<file path="config.mk">
export PLATFORM = sky130hd
export DESIGN_NAME = sfm_fixup
export DESIGN_NICKNAME = d
export VERILOG_FILES = /design/src/sfm_pkg.sv /design/src/sfm_fixup.sv
export SDC_FILE = /design/constraint.sdc
export NUM_CORES = 1
export LEC_CHECK = 0
export BUFFER_PORTS_ARGS = -buffer_cell sky130_fd_sc_hd__buf_2
export CAP_MARGIN = 20
export CORE_MARGIN = 10
export CORE_UTILIZATION = 55
export CTS_BUF_LIST = sky130_fd_sc_hd__clkbuf_8
export DETAILED_ROUTE_END_ITERATION = 6
export PLACE_DENSITY = 0.83
export SYNTH_ARGS = -nofsm -noshare
export SYNTH_HDL_FRONTEND = slang
export SYNTH_SLANG_ARGS = --single-unit
</file>
<file path="constraint.sdc">
create_clock -name clock -period 6.1 [get_ports clock]
set_input_delay 1.22 -clock clock [delete_from_list [all_inputs] [get_ports clock]]
set_output_delay 1.22 -clock clock [all_outputs]
set_load 0.03 [all_outputs]
</file>
<file path="src/sfm_pkg.sv">
`timescale 1ns / 1ps

package sfm_pkg;

   localparam int DATA_WIDTH = 32;

   typedef struct packed {
      logic signed [DATA_WIDTH-1:0] dividend;
      logic signed [DATA_WIDTH-1:0] divisor;
   } sfm_req_type;

   typedef struct packed {
      logic signed [DATA_WIDTH-1:0] modulo;
      logic                         divide_by_zero;
   } sfm_rsp_type;

   // Word carried between divider stages: partial remainder, the dividend bits
   // still to be consumed (MSB first) and the sign information for the fix-up.
   typedef struct packed {
      logic [DATA_WIDTH-1:0] rem;
      logic [DATA_WIDTH-1:0] dvd;
      logic [DATA_WIDTH-1:0] mag_b;
      logic                  neg_a;
      logic                  neg_b;
      logic                  div_zero;
   } sfm_stage_type;

endpackage

</file>
<file path="src/sfm_fixup.sv">
`timescale 1ns / 1ps

module sfm_fixup import sfm_pkg::*; (
   input  logic          clock,
   input  logic          reset,
   input  logic          advance,
   input  logic          in_valid,
   input  sfm_stage_type in_word,
   output logic          out_valid,
   output sfm_rsp_type   out_word
);

   logic        valid_ff;
   sfm_rsp_type word_ff;
   sfm_rsp_type word_in;

   // Zero divisor gives 0; else restore the sign, then move a nonzero remainder over to the divisor's side.
   always_comb begin
      word_in.divide_by_zero = in_word.div_zero;
      if (in_word.div_zero) begin
         word_in.modulo = '0;
      end else if ((in_word.neg_a != in_word.neg_b) && (in_word.rem != '0)) begin
         word_in.modulo = in_word.neg_a ? (in_word.mag_b - in_word.rem)
                                        : (in_word.rem - in_word.mag_b);
      end else begin
         word_in.modulo = in_word.neg_a ? (DATA_WIDTH'(0) - in_word.rem) : in_word.rem;
      end
   end

   always_ff @(posedge clock) begin
      if (reset) begin
         valid_ff <= 1'b0;
      end else if (advance) begin
         valid_ff <= in_valid;
      end
   end

   always_ff @(posedge clock) begin
      if (advance) begin
         word_ff <= word_in;
      end
   end

   assign out_valid = valid_ff;
   assign out_word  = word_ff;

endmodule

</file>
## Word level (Yosys, flattened, before mapping)

Index checks and enable logic that the tools add are counted.

- Register bits after elaboration: 34
- Bits of input ports: 103
- Word-level logic and storage cells: 12

- Add/sub/neg operators: 3
- Equal/unequal tests: 1
- Multiplexer cells: 3
- Reduce and logical (&&, ||, !) cells: 2

Operators with widths:

| cell | count |
|---|---|
| 32-bit 2-to-1 mux | 3 |
| 32-bit subtractor | 2 |
| 32-bit nonzero test | 1 |
| 1-bit by 32-bit subtractor with 32-bit output, first input constant | 1 |
| 1-bit logical AND | 1 |
| 1-bit != test | 1 |

## Depth between registers and ports, before layout

- Depth after elaboration: 3
- Mapped depth: 12
- Depth with buffers taken out: 11

## Least setup slack after synthesis

OpenSTA, ideal clock, no wires.

- Path type: input to register
- Start: input port in_word[15] (netlist bit)
- End: register word_ff, in the netlist out_word[32], data pin
- Setup time: 269 ps
- Data arrival time: 3462 ps
- Path slack: 2369 ps
- Stages on the path: 12
- Path through: inv_1 > ha_1 > clkbuf_1 > and4_1 > clkbuf_1 > nor3b_1 > a2111oi_0 > nor3_1 > nand3_1 > a2111oi_0 > o21ai_1 > nor3b_2

- Cells in the longest elaborated chain, start to end: 3
- Elaborated cells between the ends (all ways): 4
- Classes of those cells: add/sub (2); mux (2)

Ends and longest elaborated chain:

| item | line | RTL |
|---|---|---|
| from (decl) | sfm_fixup.sv:8 | `input sfm_stage_type in_word,` |
| 32-bit subtractor, on equally long branches | sfm_fixup.sv:24, sfm_fixup.sv:23 |  |
| 32-bit 2-to-1 mux (*) | sfm_fixup.sv:23 | `word_in.modulo = in_word.neg_a ? (in_word.mag_b - in_word.rem)` |
| 32-bit 2-to-1 mux (*) | sfm_fixup.sv:22 | `end else if ((in_word.neg_a != in_word.neg_b) && (in_word.rem != '0)) begin` |
| to (signal assigned) | sfm_fixup.sv:40 | `word_ff <= word_in;` |
| to (decl) | sfm_fixup.sv:14 | `sfm_rsp_type word_ff;` |

Mark *: on every way between the ends. The rest lies on a longest branch, timed or not.
A chain may end at the register's enable or synchronous reset.

## Worst setup path after layout

- Start: input port in_word[68] (netlist bit)
- End: register word_ff, in the netlist out_word[32], data pin

- Cells in the longest elaborated chain, start to end: 3
- Elaborated cells between the ends (all ways): 8
- Classes of those cells: add/sub (3); mux (3); reduce/logical (2)

Ends and longest elaborated chain:

| item | line | RTL |
|---|---|---|
| 1-bit by 32-bit subtractor with 32-bit output, or another cell as far along | sfm_fixup.sv:26 | `word_in.modulo = in_word.neg_a ? (DATA_WIDTH'(0) - in_word.rem) : in_word.rem;` |
| 32-bit 2-to-1 mux, or another cell as far along | sfm_fixup.sv:26 |  |
| 32-bit 2-to-1 mux (*) | sfm_fixup.sv:22 |  |

Marks and branches as above.

==> results_dict.tcl <==
set metrics [dict create \
    outcome "finished, final reports clean" \
    critical_path_arrival_ns 4.25 \
    fmax_ghz 0.235 \
    crit_type "in2reg" \
    critPathLaunch "in_word[68]" \
    p_leak_nw 2.77 \
    combPwrFrac_pct 55.5 \
    async_flop_share_pct 0 \
    cap_violations 0 \
    ys_ff_latch 34 \
    clock_sinks 34 \
    worstPathMaxFanout 44 \
    post-synth-top-area-cell "edfxtp_1" \
    setup-violations-final 0 \
    gp_congestion 1.03 \
    worst_hold_slack_ns 0.502 \
    whs_endpoint "out_valid" \
    vias 6219 \
    grt_usage_pct 22.5 \
    grt_pass1_wl_mm 27.8 \
    grt_pass1_vias 5702 \
    end_kind "register" \
    power.net_switching_mw 0.455 \
    power-per-cell-area_nw_per_um2 163 \
    wl_mm 17.4 \
    area_growth_pct 11.4 \
    worst_clock_skew_ns 0 \
    drc 0 \
    fin_crit_sh_pct 69.7 \
    final_period_minus_worst_setup_slack_ns 4.25 \
    power.internal_mw 0.579 \
    hold_depth 2 \
    yosysSeqAreaShare_pct 17.8 \
    reg2reg_to "out_valid" \
    cts_inserted_buffers 5 \
    die_h_um 122 \
    cp-start-kind "input pin" \
    hold_viol_final 0 \
    p_seq_share_pct 28.7 \
    first_pass_iters 6 \
    ff_latch_area_um2 1010 \
    h-tree-depth 2 \
    drv_slew 0 \
    cp_cell_sequence "buf_2 -> inv_1 -> ha_1 -> or3b_2 -> nor4_4 -> nand3_2 -> o31a_1 -> buf_4 -> o2111a_1 -> a311o_1 -> nor3_1 -> nor3b_2" \
    via_per_inst 6.41 \
    wl_met3_mm 2.41 \
    n_antenna_cell 0 \
    clkPwrFrac_pct 15.8 \
    synthFlopType "edfxtp_1" \
    max_slew_margin_pct 49.4 \
    ff2ff_path_depth 2 \
    vdd.ir_drop.worst_mv 0.131 \
    core_area_um2 10200 \
    place_hpwl_mm 14.2 \
    clk_pin_slew_ns 0.07 \
    synth_cells 760 \
    min_path_type "reg2reg" \
    regToRegSetupSlack_ns 5.51 \
    ys_types 71 \
    drt-wirelength-per-cell_um 18.0 \
    yosysTopAreaCellShare_pct 17.4 \
    syn_avg_cell_area_um2 7.48 \
    yosysWarnings 0 \
    grt_max_degree 72 \
    netlist_area_um2 5680 \
    rsz0062_at_grt "false" \
    drt_iter0_markers 787 \
    post_cts_buffers 0 \
    multi_input_area_um2 4250 \
    met1_length_mm 7.47 \
    synth_fp_nets 930 \
    rows 37 \
    hold_path_startpoint "out_valid" \
    rr_startpoint "out_valid" \
    setup_tns_ns 0 \
    synth_most_common_cell "a21oi_1" \
    cts_tree "built" \
    synth_common_cells "a21oi_1, inv_1, ha_1" \
    clk_latency_ns 0.28 \
    antenna_found_initial 0 \
    ctsLongestPathBuffers 2 \
    die_w_um 122 \
    worstPathRequired_ns 6.10 \
    nFillCells 974 \
    sw_frac_of_total_pct 44.0 \
    die_area_um2 14800 \
    topRoutingLayerUsed "met4" \
    io_pins 137 \
    synth_edf_count 33 \
    start_util_pct 55.8 \
    ctsHoldBuffers 0 \
    io_buffers 104 \
    cts-root-buf "clkbuf_8" \
    cpPeakStageDelay_ns 0.54 \
    ant_nets 0 \
    overflow 0 \
    met2WireLength_mm 7.22 \
    nets 1003 \
    worst_pin_slew_ns 0.754 \
    layout-drive-gt1-share_pct 16.3 \
    crit_slowest_cell "or3b_2" \
    synth.top_cells.by_area "edfxtp_1, ha_1, a21oi_1, xnor2_1, o21ai_0" \
    ctsResizeCount 0 \
]
-- through the flow --
stage	total power, mW	instance area (um2)	setup WS [ns]	utilization (%)	cells
CTS	1.02	6330	1.89	62.2	970
finish	1.03	6330	1.85	62.2	970
floorplan	0.694	5680	2.37	-	760
global route	1.10	6330	1.70	62.2	970
global placement	0.850	6240	1.67	61.3	962
detailed placement	0.857	6240	1.60	61.3	962
-- cells by family after synthesis --
group	Yosys count	synth area share, %
compound gates	270	30.7
simple gates	223	20.4
buf+inv	111	7.55
fa+ha+maj	67	15.0
xor+xnor	50	7.71
flops	34	17.8
mux	5	0.903
-- final cells by class --
cell class	count	share of cell area (%)
Clock buffer	6	1.30
Clock inverter	2	0.198
Inverter	69	4.09
Multi-Input combinational cell	615	67.1
Sequential cell	34	16.0
Tap cell	136	2.69
Timing Repair Buffer	108	8.69
-- worst max-delay path, delay by kind of cell --
kind | cells | cell delay [ns]
AND/OR/NAND/NOR | 5 | 1.41
AO/OA/AOI/OAI | 3 | 0.88
buffers and inverters | 3 | 0.53
adder cells (fa/ha/maj) | 1 | 0.20
-- power by group through the flow --
stage | combinational, mW | sequential [mW] | clock, mW
finish | 0.573 | 0.297 | 0.164
global route | 0.622 | 0.299 | 0.180
CTS | 0.557 | 0.297 | 0.169
detailed placement | 0.555 | 0.302 | 0
global placement | 0.550 | 0.300 | 0
floorplan | 0.334 | 0.359 | 0
-- worst max path at each step --
stage	cells past startpoint	end	slack (ns)
after CTS	12	out_word[32]	1.89
after global placement	12	out_word[32]	1.67
final	12	out_word[32]	1.85
after detailed placement	12	out_word[32]	1.60
after global routing	12	out_word[32]	1.70
after floorplan	12	out_word[32]	2.37
-- placed cells by master, fill, tap and decap left out, types with 6 or more instances in the layout --
| master | count |
|---|---|
| or3_1 | 12 |
| o21ai_0 | 54 |
| nand3_1 | 13 |
| buf_2 | 104 |
| xor2_1 | 14 |
| a21oi_1 | 76 |
| a211oi_1 | 24 |
| a32oi_1 | 6 |
| edfxtp_1 | 33 |
| o21a_1 | 7 |
| a31oi_1 | 11 |
| xnor2_1 | 36 |
| inv_1 | 69 |
| o211ai_1 | 7 |
| nor2_1 | 62 |
| o31ai_1 | 12 |
| ha_1 | 65 |
| a21o_1 | 13 |
| clkbuf_8 | 6 |
| nor3_1 | 19 |
| o21bai_1 | 12 |
| nand4_1 | 8 |
| nor2b_1 | 6 |
| nand2_1 | 56 |
-- sequential cells by signal (all words and copies together) (netlist names) --
name,count
out_word,33
out_valid,1
-- layer usage --
layer  vias to the layer above  GRT usage [%]
met5                         -              0
met4                         0           5.66
met3                        42           5.64
met2                       400           33.3
met1                      2828           31.8
li1                       2949              -
No activity file was read; power rests on OpenSTA's default activity.
