File: config.mk
export PLATFORM = sky130hd
export DESIGN_NAME = sfm_prep
export DESIGN_NICKNAME = d
export VERILOG_FILES = /design/src/sfm_pkg.sv /design/src/sfm_prep.sv
export SDC_FILE = /design/constraint.sdc
export NUM_CORES = 1
export LEC_CHECK = 0
export ABC_AREA = 1
export BUFFER_PORTS_ARGS = -buffer_cell sky130_fd_sc_hd__buf_4
export CAP_MARGIN = 20
export CELL_PAD_IN_SITES_DETAIL_PLACEMENT = 0
export CELL_PAD_IN_SITES_GLOBAL_PLACEMENT = 1
export CORE_MARGIN = 2
export CORE_UTILIZATION = 38
export DETAILED_ROUTE_END_ITERATION = 10
export PLACE_DENSITY_LB_ADDON = 0.1
export SETUP_SLACK_MARGIN = 0.4
export SYNTH_ARGS = -nofsm -noshare
export SYNTH_HDL_FRONTEND = slang
export SYNTH_SLANG_ARGS = --single-unit
File: constraint.sdc
create_clock -name clock -period 1.7 [get_ports clock]
set_input_delay 0.085 -clock clock [delete_from_list [all_inputs] [get_ports clock]]
set_output_delay 0.085 -clock clock [all_outputs]
set_load 0.02 [all_outputs]
File: src/sfm_pkg.sv
`timescale 1ns / 1ps

package sfm_pkg;

   localparam int DATA_WIDTH = 32;

   typedef struct packed {
      logic signed [DATA_WIDTH-1:0] dividend;
      logic signed [DATA_WIDTH-1:0] divisor;
   } sfm_req_type;

   typedef struct packed {
      logic signed [DATA_WIDTH-1:0] modulo;
      logic                         divide_by_zero;
   } sfm_rsp_type;

   // Word carried between divider stages: partial remainder, the dividend bits
   // still to be consumed (MSB first) and the sign information for the fix-up.
   typedef struct packed {
      logic [DATA_WIDTH-1:0] rem;
      logic [DATA_WIDTH-1:0] dvd;
      logic [DATA_WIDTH-1:0] mag_b;
      logic                  neg_a;
      logic                  neg_b;
      logic                  div_zero;
   } sfm_stage_type;

endpackage

File: src/sfm_prep.sv
`timescale 1ns / 1ps

module sfm_prep import sfm_pkg::*; (
   input  logic          clock,
   input  logic          reset,
   input  logic          advance,
   input  logic          in_valid,
   input  sfm_req_type   in_word,
   output logic          out_valid,
   output sfm_stage_type out_word
);

   logic          valid_ff;
   sfm_stage_type word_ff;
   sfm_stage_type word_in;

   // Take magnitudes; the most negative value maps onto 2^(W-1) unsigned.
   always_comb begin
      word_in.neg_a    = in_word.dividend[DATA_WIDTH-1];
      word_in.neg_b    = in_word.divisor[DATA_WIDTH-1];
      word_in.dvd      = word_in.neg_a ? (DATA_WIDTH'(0) - DATA_WIDTH'(in_word.dividend))
                                       : DATA_WIDTH'(in_word.dividend);
      word_in.mag_b    = word_in.neg_b ? (DATA_WIDTH'(0) - DATA_WIDTH'(in_word.divisor))
                                       : DATA_WIDTH'(in_word.divisor);
      word_in.rem      = '0;
      word_in.div_zero = (in_word.divisor == '0);
   end

   always_ff @(posedge clock) begin
      if (reset) begin
         valid_ff <= 1'b0;
      end else if (advance) begin
         valid_ff <= in_valid;
      end
   end

   // Hold the payload while stalled.
   always_ff @(posedge clock) begin
      if (advance) begin
         word_ff <= word_in;
      end
   end

   assign out_valid = valid_ff;
   assign out_word  = word_ff;

endmodule

; ---- Word level (Yosys, flattened, before mapping)
; Index checks and enable logic that the tools add are counted.
; W data, S select, Z words.
[totals]
reg_bits = 68
latchBits = 0
ram_bits = 0
romBits = 0
inputBits = 68
output_inout_bits = 100
word_cells = 13
memories = 0
[op_classes]
addsub = 2
n_mul = 0
div = 0
magnitude_cmp = 0
n_eq_ne = 0
shift = 0
n_mux = 2
n_bitwise = 0
n_reduce_logical = 1
[op_table]
columns = op, n
row1 = $sub A1 B32 Y32 const A, 2
row2 = $mux W31, 2
row3 = $logic_not A32 Y1, 1

; ---- Longest topological paths before layout
; Gate-level depths: netlist of the first run.
[depth]
ltp_word = 2
depth_mapped = 9
mapped_depth_nobuf = 9

; ---- Worst setup path before layout of the first run
; No wires, ideal clock.
[synth_path]
path_type = input-to-reg
start = input in_word[33] (netlist name)
end = register word_ff (netlist bit out_word[51]) (data pin)
setup_time_ns = 0.257
arrival_time_ns = 0.920
path_slack_ns = 0.523
path_stages = 8
cell_sequence = inv_1 > ha_1 > inv_1 > nor2_1 > nand2_1 > nand2_1 > nand2_1 > xor2_1
[synth_lines]
columns = item, line_no
row1 = from (decl), sfm_prep.sv:8  ; input sfm_req_type in_word,
row2 = to (signal assigned), sfm_prep.sv:40  ; word_ff <= word_in;
row3 = to (decl), sfm_prep.sv:14  ; sfm_stage_type word_ff;

==> results of run 1 <==
[kinds of logic after synthesis]
family | count (synthesis) | synth area share, %
simple gates | 338 | 32.4
buf+inv | 87 | 10.7
flops | 68 | 47.0
xor+xnor | 30 | 6.07
compound gates | 19 | 2.43
fa+ha+maj | 4 | 1.16
other cells | 1 | 0.0867
mux | 1 | 0.231
[critical path: stages]
cell and delay, ps:
buf_4 250, buf_12 230, mux2i_1 200, nor2_1 50, dlygate4sd3_1 540
[registers in the layout, indices dropped and copies added (netlist names)]
register / cells
out_word: 67
out_valid: 1
[final timing paths]
path / from / endpoint / slack, ps / cells after the start
hold reg to reg: out_valid$_SDFFE_PP0P_ / out_valid$_SDFFE_PP0P_ / 1050 / 3
setup / recovery: advance / out_valid$_SDFFE_PP0P_ / 560 / 5
hold / removal: in_word[53] / out_word[56]$_DFFE_PP_ / 50 / 3
setup reg to reg: out_valid$_SDFFE_PP0P_ / out_valid$_SDFFE_PP0P_ / 570 / 3
[layout make-up]
type,instances,area [um^2]
Clock buffer,10,229
Clock inverter,6,78.8
Fill cell,1051,5230
Inverter,48,180
Multi-Input combinational cell,424,1950
Sequential cell,68,2030
Tap cell,140,175
Timing Repair Buffer,143,1110
[through the flow]
step	power, mW	instances	hold WS [ps]	setup slack [ps]	cell area (um^2)
after floorplan	2.75	579	157	523	4440
after global placement	3.22	818	243	288	5400
after CTS	5.22	839	36.8	541	5750
after global routing	5.38	839	58.8	458	5750
final	5.17	839	48.0	558	5750
after detailed placement	3.23	818	252	242	5400
[Yosys cell counts]
| master | instances |
|---|---|
| conb_1 | 1 |
| o21ai_0 | 13 |
| nand3b_1 | 5 |
| buf_2 | 6 |
| edfxtp_1 | 67 |
| nand2_2 | 6 |
| nor2_2 | 5 |
| o21ai_1 | 3 |
| nand4_1 | 4 |
| nor2_4 | 3 |
| inv_1 | 48 |
| o31ai_1 | 1 |
| buf_4 | 32 |
| dfxtp_1 | 1 |
| xor2_1 | 14 |
| o21ai_2 | 2 |
| buf_6 | 1 |
| nor2_1 | 89 |
| xnor2_1 | 16 |
| mux2i_1 | 1 |
| nand2_1 | 184 |
| ha_1 | 4 |
| nand3_1 | 39 |
| nor3_1 | 3 |
[metal layers]
layer	routed length (um)	vias up	share of wire [%]	track usage [%]
met1	4730	1757	41	21.7
met4	306	0	2.7	8.67
li1	-	1983	-	-
met2	5830	113	51	33.3
met5	0	-	0	0
met3	594	18	5.2	4.16
[power groups by stage]
stage | clock [mW] | combinational, mW | sequential, mW
global route | 2.07 | 1.20 | 2.11
detailed placement | 0 | 1.11 | 2.12
global placement | 0 | 1.10 | 2.12
CTS | 2.01 | 1.12 | 2.09
finish | 1.97 | 1.11 | 2.09
floorplan | 0 | 0.426 | 2.33
[timing repair]
item,CTS,global route
gates resized for setup,0,0
hold buffers,5,0
endpoints found under the hold margin,4,0
==> results.json, run 1 <==
{
  "path_class": "input port to flop",
  "grt_antenna_before_repair": 0,
  "synth-seq-cells": 68,
  "rsz0062_at_grt": "no",
  "clock_sinks": 68,
  "die_h_um": 111,
  "drtPass1Iterations": 4,
  "track_usage_pct": 18.9,
  "initial_core_util_pct": 39.4,
  "cp.arrival_ps": 1370,
  "cp-end-kind": "flop",
  "port_buffers": 135,
  "cts_buffers": 9,
  "yosysTopAreaCellShare_pct": 46.5,
  "layout_common_cells": "184 x nand2_1, 136 x buf_4, 89 x nor2_1",
  "syn_to_final_growth_pct": 33.0,
  "finalWirelength_mm": 11.5,
  "final_nets": 766,
  "core-area_um2": 11000,
  "die_w_um": 111,
  "crit_required_ps": 1930,
  "die_area_um2": 12300,
  "finalHoldViolCount": 0,
  "seq_power_share_pct": 40.4,
  "slew_viol_final": 0,
  "drc": 0,
  "ant_nets": 0,
  "status": "finished clean",
  "post_cts_buffers": 0,
  "finalSetupViolCount": 0,
  "row_count": 38,
  "root_buffer": "clkbuf_16",
  "layout_commonest_cell": "nand2_1",
  "pwr-share-clk_pct": 38.1,
  "switching_share_pct": 27.6,
  "p_per_area_nw_per_um2": 899,
  "post-route-period-util_pct": 67.2,
  "grt_pass1_wl_mm": 18.4,
  "finClkSkew_ps": 0,
  "cts-htree-levels": 3,
  "synth.avg_cell_area_um2": 7.89,
  "num_io_pins": 168,
  "diodes": 0,
  "peakVddDrop_mv": 0.440,
  "drt-vias-per-instance": 4.61,
  "cp_max_fo": 29,
  "pwr-share-comb_pct": 21.5,
  "worstHoldPathType": "input port to flop",
  "cts_max_path_buffers": 2,
  "setup_tns_ps": 0,
  "syn-cell-area_um2": 4330,
  "ys.warnings.count": 0,
  "grt_max_degree": 38,
  "synth_cells": 548,
  "place_hpwl_mm": 9.11,
  "final_util_pct": 52.4,
  "tritoncts": "built",
  "yosysTopAreaCell": "edfxtp_1",
  "routedWlPerCell_um": 13.7,
  "cap_violations": 0,
  "start_kind": "input port",
  "drive_gt1_share_pct": 23.7,
  "netlist-cell-type-count": 24,
  "gr-total-overflow": 0,
  "ys_top_cells_by_area": "edfxtp_1 47%, nand2_1 16%, nor2_1 7.7%, buf_4 5.6%, nand3_1 4.5%",
  "yosysSeqAreaShare_pct": 47.0,
  "place_congestion": 0.884,
  "drt_iter0_markers": 124,
  "power_leakage_nw": 2.65,
  "vias": 3871,
  "cts.clk_slew.worst_paths_ps": 60,
  "intPower_mw": 3.75,
  "p_switching_mw": 1.43,
  "clkLatencyLatePin_ps": 340,
  "layout_min_cycle_time_ps": 1140,
  "fmax_ghz": 0.875,
  "grt_pass1_vias": 3814
}
No activity file was read; power rests on OpenSTA's default activity.
==> run 2, diff against run 1 <==
CORE_UTILIZATION = 35   (was 38)
clock period = 1.1 ns   (was 1.7 ns; I/O delays follow)
==> run 2 against run 1 <==
Largest cell class is now multi-input combinational cells. Sequential power grew 57%. Global-route usage up 2.2 points. Non-clock buffer count is 123 higher. Critical path type is now flop to output pin. Register-to-register slack worse by 70 ps. Largest power group unchanged. Combinational power grew 140%. Critical path depth down 4. Die area grew 8.2%. Highest routed layer unchanged. Via count up 15%.
==> results.json, run 2 (synthesis gave the netlist of run 1 again) <==
{
  "finalHoldViolCount": 0,
  "critical_path_buf_inv_count": 1,
  "die_w_um": 115,
  "port_buffers": 135,
  "cp-end-kind": "output pin",
  "drt-vias-per-instance": 4.52,
  "dp.cells": 925,
  "routedWlPerCell_um": 14.2,
  "pwr-share-clk_pct": 33.3,
  "power_leakage_nw": 3.64,
  "total_power_mw": 8.87,
  "finalWirelength_mm": 14.1,
  "track_usage_pct": 21.0,
  "fmax_ghz": 1.00,
  "num_io_pins": 168,
  "crit_chain": "buf_6",
  "intPower_mw": 6.31,
  "cp.arrival_ps": 940,
  "cts_buffers": 9,
  "initial_core_util_pct": 35.9,
  "grt_pass1_vias": 4561,
  "switching_share_pct": 28.8,
  "met1_usage_pct": 23.3,
  "tritoncts": "built",
  "grt_antenna_before_repair": 0,
  "syn_to_final_growth_pct": 92.2,
  "worstHoldPathType": "input port to flop",
  "final_cells": 990,
  "finalSetupViolCount": 0,
  "post-route-period-util_pct": 90.5,
  "root_buffer": "clkbuf_16",
  "die_h_um": 115,
  "finClkSkew_ps": 0,
  "place_congestion": 0.862,
  "vias": 4471,
  "grtUsageMet2_pct": 39.7,
  "drt_iter0_markers": 205,
  "p_per_area_nw_per_um2": 1070,
  "peakVddDrop_mv": 0.558,
  "crit_slowest_cell": "edfxtp_1",
  "pwr-share-comb_pct": 29.7,
  "p_switching_mw": 2.55,
  "ant_nets": 0,
  "layout_min_cycle_time_ps": 996,
  "drtPass1Iterations": 4,
  "grt_max_degree": 37,
  "cap_violations": 0,
  "drc": 0,
  "grt_pass1_wl_mm": 21.6,
  "core-area_um2": 12100,
  "cts.clk_slew.worst_paths_ps": 60,
  "grt.met3_usage_pct": 3.95,
  "cts_max_path_buffers": 2,
  "crit_required_ps": 1040,
  "path_class": "flop to output pin",
  "cts-htree-levels": 3,
  "gr-total-overflow": 0,
  "crit_family": "flip-flops",
  "place_hpwl_mm": 9.82,
  "clkLatencyLatePin_ps": 330,
  "final_nets": 889,
  "layout_common_cells": "131 x nand2_1, 131 x buf_4, 113 x buf_6",
  "busiest_layer": "met2",
  "slew_viol_final": 0,
  "row_count": 40,
  "rsz0062_at_grt": "yes",
  "cp_max_fo": 1,
  "status": "finished clean",
  "drive_gt1_share_pct": 56.1,
  "die_area_um2": 13300,
  "clock_sinks": 68,
  "start_kind": "flop",
  "seq_power_share_pct": 37.0,
  "crit_path_max_incr_delay_ps": 450,
  "largest_reg_flops": 67,
  "diodes": 0
}
[run 2: cell types whose count changed in the layout (fill, tap and decap cells not counted), moves of 9 or more]
cell,delta
nand3_1,-17
inv_1,-17
buf_8,+11
buf_6,+113
nand2_2,+38
inv_2,+9
nor2_4,+53
nand2_4,+14
o21ai_0,-9
nand3_4,+10
nor2_1,-60
nand2_1,-53
[run 2: worst min-delay path, cell delays in order]
cell and delay [ps]:
buf_4 90, nand3_2 60, nand2_1 60
[run 2: routing by layer]
layer / part of all wire [%] / vias up / routed length (um)
li1: - / 2233 / -
met1: 38 / 2069 / 5320
met2: 55 / 142 / 7700
met3: 4.9 / 27 / 684
met4: 2.5 / 0 / 353
met5: 0 / - / 0
[run 2: cell type report]
type	instances	area (um^2)
Multi-Input combinational cell	424	2940
Clock buffer	14	264
Fill cell	941	3750
Inverter	48	235
Tap cell	168	210
Sequential cell	68	2030
Timing Repair Buffer	266	2590
Clock inverter	2	35.0
[run 2: path summary, 6_finish.rpt]
kind	from	to	slack, ps	depth (start not counted)
worst min register to register	out_valid$_SDFFE_PP0P_	out_valid$_SDFFE_PP0P_	530	2
worst max-delay path	out_word[32]$_DFFE_PP_	out_word[32]	100	1
worst max register to register	out_valid$_SDFFE_PP0P_	out_valid$_SDFFE_PP0P_	500	2
worst min-delay path	in_word[61]	out_word[64]$_DFFE_PP_	40	3
[run 2: power groups by stage]
stage	logic (mW)	registers (mW)	clock network [mW]
after CTS	2.46	3.28	3.02
after global placement	2.02	3.28	0
final	2.63	3.28	2.96
after detailed placement	2.03	3.28	0
after floorplan	0.754	3.60	0
after global routing	2.81	3.30	3.11
[run 2: through the flow]
| stage | TNS, ps | setup slack (ps) | cell area (um^2) | utilization, % | hold WS [ps] |
|---|---|---|---|---|---|
| 6_report | 0 | 104 | 8310 | 68.9 | 36.8 |
| 5_1_grt | 0 | 92.3 | 8310 | 68.9 | 29.9 |
| 3_3_place_gp | -3750 | -195 | 6400 | 53.1 | 212 |
| 2_1_floorplan | 0 | 137 | 4860 | - | 127 |
| 3_5_place_dp | -4140 | -218 | 6400 | 53.1 | 215 |
| 4_1_cts | 0 | 111 | 7840 | 65.0 | 24.7 |
[run 2: what timing repair did]
item                                    4_1_cts  5_1_grt
pin swaps                                    98       80
endpoints found under the hold margin         3        0
hold buffers                                  4        0
buffers inserted                             33       12
endpoints found under the setup margin      119      126
resized for setup                           216       97
