===== src/sfm_pkg.sv =====
`timescale 1ns / 1ps

package sfm_pkg;

   localparam int DATA_WIDTH = 32;

   typedef struct packed {
      logic signed [DATA_WIDTH-1:0] dividend;
      logic signed [DATA_WIDTH-1:0] divisor;
   } sfm_req_type;

   typedef struct packed {
      logic signed [DATA_WIDTH-1:0] modulo;
      logic                         divide_by_zero;
   } sfm_rsp_type;

   // Word carried between divider stages: partial remainder, the dividend bits
   // still to be consumed (MSB first) and the sign information for the fix-up.
   typedef struct packed {
      logic [DATA_WIDTH-1:0] rem;
      logic [DATA_WIDTH-1:0] dvd;
      logic [DATA_WIDTH-1:0] mag_b;
      logic                  neg_a;
      logic                  neg_b;
      logic                  div_zero;
   } sfm_stage_type;

endpackage


===== src/sfm_div_stage.sv =====
`timescale 1ns / 1ps

module sfm_div_stage import sfm_pkg::*; (
   input  logic          clock,
   input  logic          reset,
   input  logic          advance,
   input  logic          in_valid,
   input  sfm_stage_type in_word,
   output logic          out_valid,
   output sfm_stage_type out_word
);

   logic          valid_ff;
   sfm_stage_type word_ff;
   sfm_stage_type word_in;
   logic [DATA_WIDTH-1:0] shifted;

   // One restoring step: bring down the next dividend bit, subtract if it fits.
   // For a nonzero divisor the remainder stays below its magnitude, so its MSB is clear.
   always_comb begin
      word_in     = in_word;
      shifted     = {in_word.rem[DATA_WIDTH-2:0], in_word.dvd[DATA_WIDTH-1]};
      word_in.dvd = {in_word.dvd[DATA_WIDTH-2:0], 1'b0};
      if (shifted >= in_word.mag_b) begin
         word_in.rem = shifted - in_word.mag_b;
      end else begin
         word_in.rem = shifted;
      end
   end

   always_ff @(posedge clock) begin
      if (reset) begin
         valid_ff <= 1'b0;
      end else if (advance) begin
         valid_ff <= in_valid;
      end
   end

   always_ff @(posedge clock) begin
      if (advance) begin
         word_ff <= word_in;
      end
   end

   assign out_valid = valid_ff;
   assign out_word  = word_ff;

endmodule


===== config.mk =====
export PLATFORM = sky130hd
export DESIGN_NAME = sfm_div_stage
export DESIGN_NICKNAME = d
export VERILOG_FILES = /design/src/sfm_pkg.sv /design/src/sfm_div_stage.sv
export SDC_FILE = /design/constraint.sdc
export NUM_CORES = 1
export LEC_CHECK = 0
export CAP_MARGIN = 20
export CORE_UTILIZATION = 30
export CTS_CLUSTER_SIZE = 24
export DETAILED_ROUTE_END_ITERATION = 8
export DONT_BUFFER_PORTS = 1
export PLACE_DENSITY = 0.44
export SLEW_MARGIN = 30
export SYNTH_ARGS = -nofsm -noshare
export SYNTH_HDL_FRONTEND = slang
export SYNTH_SLANG_ARGS = --single-unit

===== constraint.sdc =====
create_clock -name clock -period 4.1 [get_ports clock]
set_input_delay 0.41 -clock clock [delete_from_list [all_inputs] [get_ports clock]]
set_output_delay 0.41 -clock clock [all_outputs]
set_load 0.03 [all_outputs]

# Word level (Yosys, flattened, before mapping)

Index checks and enable logic that the tools add are counted.
Widths: inputs -> output; s select.

Flip-flop bits (word level): 99
Output and inout port bits: 100
Logic and storage cells: 10

Add/sub/neg operators: 1
$lt $le $gt $ge: 1
Mux-type cells: 1

Operator list:

| kind           | count |
|---|---|
| $ge 32x32->1   | 1 |
| $mux 32        | 1 |
| $sub 32x32->32 | 1 |

# Depth between registers and ports, before layout

Gate-level depths: netlist of run 1.

Word-level depth: 2
Mapped depth: 13

# Worst setup path before layout of run 1

No wires, ideal clock.

Kind: input to register
Start: in in_word[66] in the netlist's numbering
End: reg word_ff, in the netlist out_word[79], data pin
Arrival: 2.690 ns
Required time: 3.841 ns
Path slack: 1.151 ns
Stages on the path: 13
Cell sequence: inv_1 ha_1 fa_1 nand2b_1 a21o_1 a31oi_1 o221a_2 o21ai_1 a2111oi_2 nor4_4 buf_2 nand2_1 o31ai_2

RTL lines:

| what                 | RTL line            | text |
|---|---|---|
| from (decl)          | sfm_div_stage.sv:8  | `input sfm_stage_type in_word,` |
| to (signal assigned) | sfm_div_stage.sv:41 | `word_ff <= word_in;` |
| to (decl)            | sfm_div_stage.sv:14 | `sfm_stage_type word_ff;` |

==> impl_metrics.tcl, run 1 <==
set metrics [dict create \
    critical_path_class "input pin to flop" \
    p_seq_share_pct 54.4 \
    cts_root_buffer "clkbuf_16" \
    cts.path.max_buffers 2 \
    synth_area_leaders "edfxtp_1, ha_1, o21ai_0" \
    final_layout_size_suffix_gt1_share_pct 7.21 \
    place_ws_ps 484 \
    hold_viol_final 0 \
    yosysSeqAreaShare_pct 57.9 \
    gr-usage-met1_pct 15.9 \
    grt_pass1_vias 3295 \
    synthesis.area_um2 5110 \
    r2r_setup_slack_ps 3330 \
    drtPass1Iterations 4 \
    grt_util_met3_pct 5.06 \
    antennaDiodeCount 0 \
    crit_required_ps 4200 \
    peakVddDrop_v 0.000190 \
    worstPathCellList "inv_1, ha_1, fa_1, nand2b_1, a21o_1, a31oi_1, o221a_2, o21ai_1, a2111oi_2, nor4_4, buf_12, mux2_2" \
    portBuffers 0 \
    internal_power_uw 1880 \
    drv_cap 0 \
    clkPwrFrac_pct 32.5 \
    fmax_ghz 0.310 \
    p_leak_uw 0.00221 \
    gp_congestion 0.764 \
    drt-wirelength-per-cell_um 17.9 \
    synth_cells 438 \
    viasPerCell 4.88 \
    cts_tree "built" \
    hpwlAfterDp_um 8830 \
    ios 203 \
    layout_setup_ws_ps 870 \
    ys_seq_elements 99 \
    p_switching_uw 846 \
    cts_buffers 9 \
    gr-usage-met2_pct 22.9 \
    cpMaxStageDelayCell "a2111oi_2" \
    syn_avg_cell_area_um2 11.7 \
    finalCriticalPeriod_ps 3230 \
    antenna_found_initial 0 \
    finalMaxSlewViolations 0 \
    ys.warnings.count 0 \
    slowest_delay_ps 520 \
    finalNetCount 575 \
    worstSetupEndpointType "flop" \
    fin_crit_sh_pct 78.8 \
    path_max_fanout 48 \
    coreArea_um2 16600 \
    start_util_pct 30.7 \
    power.density_nw_per_um2 481 \
    clk_latency_ps 340 \
    async_flop_share_pct 0 \
    vias 3238 \
    rsz0062_at_grt "no" \
    grt_max_degree 100 \
    grt-ovfl-total 0 \
    die_area_um2 17600 \
    row_count 47 \
    hp-class "input pin to flop" \
    htreeDepth 3 \
    synth-edff-count 98 \
    syn_nets 574 \
    finClkSkew_ps 0 \
    tightest_slew_ps 808 \
    finalSetupViolCount 0 \
    ys_top_cells_by_count "edfxtp_1, nand2_1, inv_1" \
    yosysTopAreaCellShare_pct 57.5 \
    cts_resized 0 \
    setup_tns_ps 0 \
    synth.most_common_cell "edfxtp_1" \
    cts.sinks 99 \
    synthDistinctLibCells 51 \
    holdBufCountCts 0 \
    cts_setup_buffers 0 \
    routed_wl_um 11900 \
    first_iter_violations 150 \
    top_usage_layer "met2" \
    slew_headroom_pct 45.7 \
    syn2layout_area_growth_pct 10.8 \
    drc_errors 0 \
    grt_pass1_wl_um 18500 \
    ys.flop_type "edfxtp_1" \
    startpoint_type "input pin" \
    swShare_pct 31.1 \
    status "completed" \
    synth_top_area_cell "edfxtp_1" \
    die_w_um 133 \
    arrival_ps 3330 \
    die_h_um 133 \
    combPwrFrac_pct 13.1 \
    clk_pin_slew_ps 70 \
    drtAntennaViolNets 0 \
    gr-usage-all-layers_pct 13.8 \
]
==> layout make-up <==
type / count / area [um2]
fillers: 1652 / 11000
flip-flops and latches: 99 / 2960
multi-input cells: 282 / 1920
well taps: 220 / 275
clock buffers: 9 / 225
inverters: 45 / 169
clock inverters: 7 / 85.1
repair buffers: 2 / 27.5
==> power groups by stage <==
stage / clock, uW / combinational [uW] / sequential [uW]
global route: 951 / 409 / 1490
floorplan: 0 / 288 / 1490
CTS: 923 / 364 / 1480
detailed placement: 0 / 361 / 1500
finish: 885 / 358 / 1480
global placement: 0 / 360 / 1500
==> layout by cell type (no fill, tap or decap), types with 4 or more instances in the layout <==
cell type	n
nand2_1	47
o21ai_0	40
nand4_1	6
xnor2_1	14
a21oi_1	32
edfxtp_1	98
inv_1	44
a211o_1	4
nor2_1	16
ha_1	32
clkbuf_16	9
nand2b_1	9
o21bai_1	6
a31oi_1	7
a21o_1	13
xor2_1	14
==> worst max-delay path: cells and delay by family <==
family                     cells  cell delay, ps
muxes                          1             280
and+or+nand+nor                2             370
AOI/OAI and AO/OA              5            1390
adders and majority gates      2             600
buffers and inverters          2             250
==> flip-flops by register name, summed over array words and instances, names as in the netlist <==
register   flops
out_word      98
out_valid      1
==> kinds of logic after synthesis <==
logic type / synth area share [%]
AOI/OAI and AO/OA: 15.5
DFF: 57.9
and+or+nand+nor: 8.32
buffers and inverters: 4.53
adders and majority gates: 8.22
xor gates and xnor gates: 4.79
muxes: 0.636
other: 0.0733
==> final timing paths <==
path / cells after the start / startpoint / to
min reg2reg: 2 / out_valid$_SDFFE_PP0P_ / out_valid$_SDFFE_PP0P_
max: 12 / in_word[66] / out_word[85]$_DFFE_PP_
min: 1 / reset / out_valid$_SDFFE_PP0P_
max reg2reg: 2 / out_valid$_SDFFE_PP0P_ / out_valid$_SDFFE_PP0P_
==> layer usage <==
layer  vias up  routed length (um)
li1       1584                   -
met1      1494                4940
met2       148                5680
met3        12                1050
met4         0                 190
met5         -                   0
==> metrics by stage <==
stage | instance area [um2] | std cells | hold slack (ps) | total power [uW] | utilization (%)
2_1_floorplan | 5110 | 438 | 482 | 1780 | -
3_3_place_gp | 5360 | 648 | 484 | 1860 | 32.2
3_5_place_dp | 5360 | 648 | 487 | 1870 | 32.2
4_1_cts | 5670 | 664 | 108 | 2770 | 34.0
5_1_grt | 5670 | 664 | 109 | 2850 | 34.0
6_report | 5670 | 664 | 124 | 2720 | 34.0
Power figures use the tool's default switching activity.
==> inputs of run 2 (changes only) <==
ABC_AREA = 1   (was not set)
PLACE_DENSITY = 0.45   (was 0.44)
clock period = 2.9 ns   (was 4.1 ns; I/O delays follow)
==> run 2 against run 1 <==
Net effect: the run now ends with DRC left; power is 46% higher; largest cell class unchanged; core utilization is 0.37 points lower; sequential share of layout area is 8.7 points lower; highest routed layer unchanged; combinational power is 88% higher; critical path type unchanged.
==> impl_metrics.tcl, run 2 <==
set metrics [dict create \
    grt_pass1_wl_um 25200 \
    start_util_pct 30.5 \
    status "complete, but fails checks" \
    min_path_cells 0 \
    htreeDepth 3 \
    layout_setup_ws_ps 766 \
    die_h_um 145 \
    nFillCells 2223 \
    die_w_um 145 \
    syn2layout_area_growth_pct 10.3 \
    portBuffers 0 \
    synth-edff-count 98 \
    first_iter_violations 173 \
    cts_buffers 9 \
    combPwrFrac_pct 16.9 \
    final_cell_mix "nand2_1, inv_1, edfxtp_1" \
    p_total_uw 3990 \
    violations "DRC" \
    critical_path_class "input pin to flop" \
    p_leak_uw 0.00340 \
    cts.path.max_buffers 2 \
    drt-wirelength-per-cell_um 15.2 \
    crit_required_ps 3120 \
    finalCriticalPeriod_ps 2130 \
    arrival_ps 2360 \
    cts_tree "built" \
    yosysTopAreaCellShare_pct 47.8 \
    final_layout_size_suffix_gt1_share_pct 4.44 \
    path_max_fanout 16 \
    synthDistinctLibCells 33 \
    finalMaxSlewViolations 0 \
    cts_root_buffer "clkbuf_16" \
    drc_errors 2 \
    drtAntennaViolNets 0 \
    cts.sinks 99 \
    gr-usage-all-layers_pct 15.6 \
    syn_nets 910 \
    finalSetupViolCount 0 \
    coreArea_um2 20200 \
    ys.flop_type "edfxtp_1" \
    drtPass1Iterations 8 \
    ys.warnings.count 0 \
    place_ws_ps 393 \
    synth.most_common_cell "nand2_1" \
    synthesis.area_um2 6160 \
    routed_wl_um 16100 \
    vias 4591 \
    fin_crit_sh_pct 73.6 \
    viasPerCell 4.34 \
    finalNetCount 920 \
    largest_register_ffs 98 \
    setup_tns_ps 0 \
    grt_max_degree 100 \
    clk_latency_ps 360 \
    fmax_ghz 0.469 \
    ys_top_cells_by_count "nand2_1, inv_1, edfxtp_1" \
    row_count 52 \
    ios 203 \
    hold_viol_final 0 \
    worstSetupEndpointType "flop" \
    startpoint_type "input pin" \
    async_flop_share_pct 0 \
    p_seq_share_pct 52.6 \
    mostFrequentLayoutCell "nand2_1" \
    antenna_found_initial 0 \
    power.density_nw_per_um2 587 \
    syn_avg_cell_area_um2 7.95 \
    r2r_cells 2 \
    synth_cells 774 \
    peakVddDrop_v 0.000227 \
    antennaDiodeCount 0 \
    die_area_um2 21100 \
    drv_cap 0 \
    grt_pass1_vias 4527 \
    clkPwrFrac_pct 30.5 \
    clk_pin_slew_ps 80 \
    yosysSeqAreaShare_pct 48.1 \
    internal_power_uw 2620 \
    swShare_pct 34.4 \
    synth_top_area_cell "edfxtp_1" \
    hp-class "input pin to flop" \
    finClkSkew_ps 0 \
    rsz0062_at_grt "no" \
    ys_seq_elements 99 \
    p_switching_uw 1370 \
    gp_congestion 0.914 \
    cts_setup_buffers 0 \
    grt-ovfl-total 0 \
    hpwlAfterDp_um 12800 \
    synth_area_leaders "edfxtp_1, nand2_1, inv_1" \
]
[run 2: cell count changes in the layout (fill, tap and decap cells not counted), moves of 5 or more]
cell,change
nand4_1,+14
nand2b_1,-9
a31oi_1,-7
nor2_1,+23
nand2_1,+226
inv_1,+137
nand3_1,+37
a21oi_1,-16
a21o_1,-12
o21ai_0,-38
o21ai_1,+14
xnor2_1,-12
buf_4,+5
[run 2: critical path: stages]
cell	delay (ps)
inv_1	30
ha_1	200
fa_1	420
inv_1	120
nand2_1	60
nand2_1	100
nand3_1	80
nand2_1	90
nand2_1	50
nand2_1	160
nand2_2	100
nand3_4	190
buf_4	230
nand3_1	130
nand2_1	100
[run 2: power by group through the flow]
stage | Combinational, uW | Clock (uW) | Sequential, uW
after floorplan | 516 | 0 | 2110
after global placement | 678 | 0 | 2130
after detailed placement | 677 | 0 | 2130
after CTS | 682 | 1270 | 2100
after global routing | 779 | 1310 | 2110
final | 672 | 1220 | 2100
[run 2: logic make-up after synthesis]
logic type               share of synthesized area, %
AND/OR/NAND/NOR                                  26.8
buffers and inverters                            12.3
flip-flops                                       48.1
AO/OA/AOI/OAI                                    3.60
adder cells (fa/ha/maj)                          6.83
XOR/XNOR                                         2.13
other                                          0.0609
multiplexers                                    0.163
[run 2: cell type report]
cell class | count | area, um2 | area share, %
clock buffers | 10 | 239 | 3.52
well taps | 270 | 338 | 4.97
inverters | 183 | 687 | 10.1
flip-flops and latches | 99 | 2960 | 43.6
multi-input cells | 483 | 2430 | 35.9
repair buffers | 8 | 75.1 | 1.11
clock inverters | 6 | 55.1 | 0.811
[run 2: metal layers]
metal,vias to the layer above,track usage [%],routed length [um]
li1,2431,-,-
met5,-,0,0
met2,138,23.9,6820
met3,15,4.09,994
met4,0,6.00,316
met1,2007,21.0,7940
[run 2: final timing paths]
check,from,slack [ps],endpoint
worst max register to register,out_valid$_SDFFE_PP0P_,2110,out_valid$_SDFFE_PP0P_
worst min-delay path,in_word[61],20,out_word[62]$_DFFE_PP_
worst min register to register,out_valid$_SDFFE_PP0P_,670,out_valid$_SDFFE_PP0P_
worst max-delay path,in_word[66],770,out_word[92]$_DFFE_PP_
[run 2: what timing repair did]
item | 4_1_cts | 5_1_grt
endpoints found under the hold margin | 1 | 0
hold buffers | 1 | 0
gates resized for setup | 0 | 0
[run 2: through the flow]
step           utilization, %  area (um2)  hold slack [ps]  instances
6_report                 33.7        6790             20.0       1059
5_1_grt                  33.7        6790             2.68       1059
4_1_cts                  33.7        6790             4.37       1059
3_5_place_dp             32.2        6490              367       1042
3_3_place_gp             32.2        6490              366       1042
2_1_floorplan               -        6160              362        774
==> inputs of run 3 (changes only) <==
PLACE_DENSITY = 0.44   (was 0.45)
clock period = 2 ns   (was 2.9 ns; I/O delays follow)
==> run 3 against run 2 <==
Net effect: the flow finishes with violations (hold timing); largest power group unchanged; sequential share of layout area decreased by 6.1 points; power grew 52%; die area unchanged; sequential power up 45%; first-iteration DRC count up 19%; final area rose by 16%; clock-buffer cell count unchanged; flip-flop and latch count stayed put.
==> impl_metrics.tcl, run 3 (synthesized netlist as in run 2, its figures left out) <==
set metrics [dict create \
    status "complete, but fails checks" \
    violations "hold timing" \
    seq_area_um2 2960 \
    cts_root_buffer "clkbuf_16" \
    die_area_um2 21100 \
    die_w_um 145 \
    cts.path.max_buffers 2 \
    worstSetupEndpointType "flop" \
    gp_congestion 0.866 \
    fmax_ghz 0.595 \
    viasPerCell 4.27 \
    nFillCells 2128 \
    final_layout_size_suffix_gt1_share_pct 10.2 \
    hpwlAfterDp_um 13100 \
    final_util_pct 39.2 \
    path_buf_inv 3 \
    dpl-instance-area_um2 6930 \
    hp-class "input pin to flop" \
    path_max_fanout 31 \
    mostFrequentLayoutCell "nand2_1" \
    clk_latency_ps 360 \
    grt_pass1_vias 5022 \
    row_count 52 \
    crit_required_ps 2120 \
    cts_buffers 9 \
    finalNetCount 1044 \
    startpoint_type "input pin" \
    antenna_found_initial 0 \
    clk_pin_slew_ps 80 \
    finalMaxSlewViolations 0 \
    first_iter_violations 206 \
    drtAntennaViolNets 0 \
    hold_viol_final 58 \
    ios 203 \
    finClkSkew_ps 0 \
    cpMaxStageDelayCell "fa_2" \
    drtPass1Iterations 4 \
    grt_max_degree 100 \
    portBuffers 0 \
    slowest_delay_ps 350 \
    cts_setup_buffers 0 \
    hold_slack_ps -41.5 \
    start_util_pct 30.5 \
    drt-wirelength-per-cell_um 14.5 \
    rsz0062_at_grt "no" \
    grt-ovfl-total 0 \
    antennaDiodeCount 0 \
    gr-usage-all-layers_pct 16.6 \
    fin_crit_sh_pct 84.0 \
    power.density_nw_per_um2 764 \
    holdBufCountCts 68 \
    crit_top_cell "nand2_1" \
    coreArea_um2 20200 \
    cts.sinks 99 \
    grt_pass1_wl_um 26900 \
    finalSetupViolCount 0 \
    arrival_ps 1800 \
    critical_path_class "input pin to flop" \
    drv_cap 0 \
    routed_wl_um 17100 \
    multi_input_area_um2 2440 \
    cp_top_family "simple AND/OR/NAND/NOR gates" \
    htreeDepth 3 \
    p_leak_uw 0.00397 \
    syn2layout_area_growth_pct 28.4 \
    cts_tree "built" \
    finish.instance_area_um2 7910 \
    peakVddDrop_v 0.000354 \
    largest_register_ffs 98 \
    final_cell_mix "nand2_1, inv_1, edfxtp_1" \
    drc_errors 0 \
    worstPathCellList "inv_1, ha_1, fa_2, inv_1, nand2_1, nand2_1, nand3_1, nand2_1, nand2_1, nand2_1, nand2_2, nand3_4, buf_12, o21ai_1" \
    finalCriticalPeriod_ps 1680 \
    vias 5057 \
    die_h_um 145 \
]
## run 3: routing by layer
metal | share of wire [%] | global-route usage (%)
met1 | 50 | 23.0
met2 | 43 | 26.2
met3 | 4.8 | 2.99
met4 | 1.4 | 5.37
met5 | 0 | 0
## run 3: worst reg2reg max path: cells and delay by family (launching register included)
kind,cells,cell delay (ps)
buffers and inverters,1,540
DFF,1,530
muxes,1,120
and+or+nand+nor,1,90
## run 3: final timing paths
path | start | to | slack, ps | cells past startpoint
max | in_word[66] | out_word[73]$_DFFE_PP_ | 320 | 14
min | advance | out_word[57]$_DFFE_PP_ | -40 | 0
max reg2reg | out_valid$_SDFFE_PP0P_ | out_valid$_SDFFE_PP0P_ | 670 | 3
min reg2reg | out_valid$_SDFFE_PP0P_ | out_valid$_SDFFE_PP0P_ | 1230 | 3
## run 3: repair_timing
item / 4_1_cts / 5_1_grt
endpoints found under the hold margin: 165 / 98
endpoints found under the setup margin: 0 / 0
gates resized for setup: 0 / 0
## run 3: area by class of cell
| type | instances | area share, % |
|---|---|---|
| tap | 270 | 4.27 |
| inverter | 183 | 8.69 |
| multi-input combinational | 483 | 30.8 |
| clock inverter | 6 | 0.696 |
| sequential | 99 | 37.5 |
| clock buffer | 10 | 3.02 |
| timing repair buffer | 132 | 15.0 |
## run 3: stage by stage
step	setup TNS, ps	total power, uW	cells	setup slack, ps
2_1_floorplan	0	3810	774	42.7
3_3_place_gp	-515	4230	1099	-71.3
3_5_place_dp	-1880	4230	1099	-90.4
4_1_cts	0	6150	1183	301
5_1_grt	0	6370	1183	67.4
6_report	0	6040	1183	320
## run 3: report_power, final
group	total, uW	internal [uW]	switching (uW)
clock network	1770	906	866
registers	3040	2550	489
logic	1230	550	681
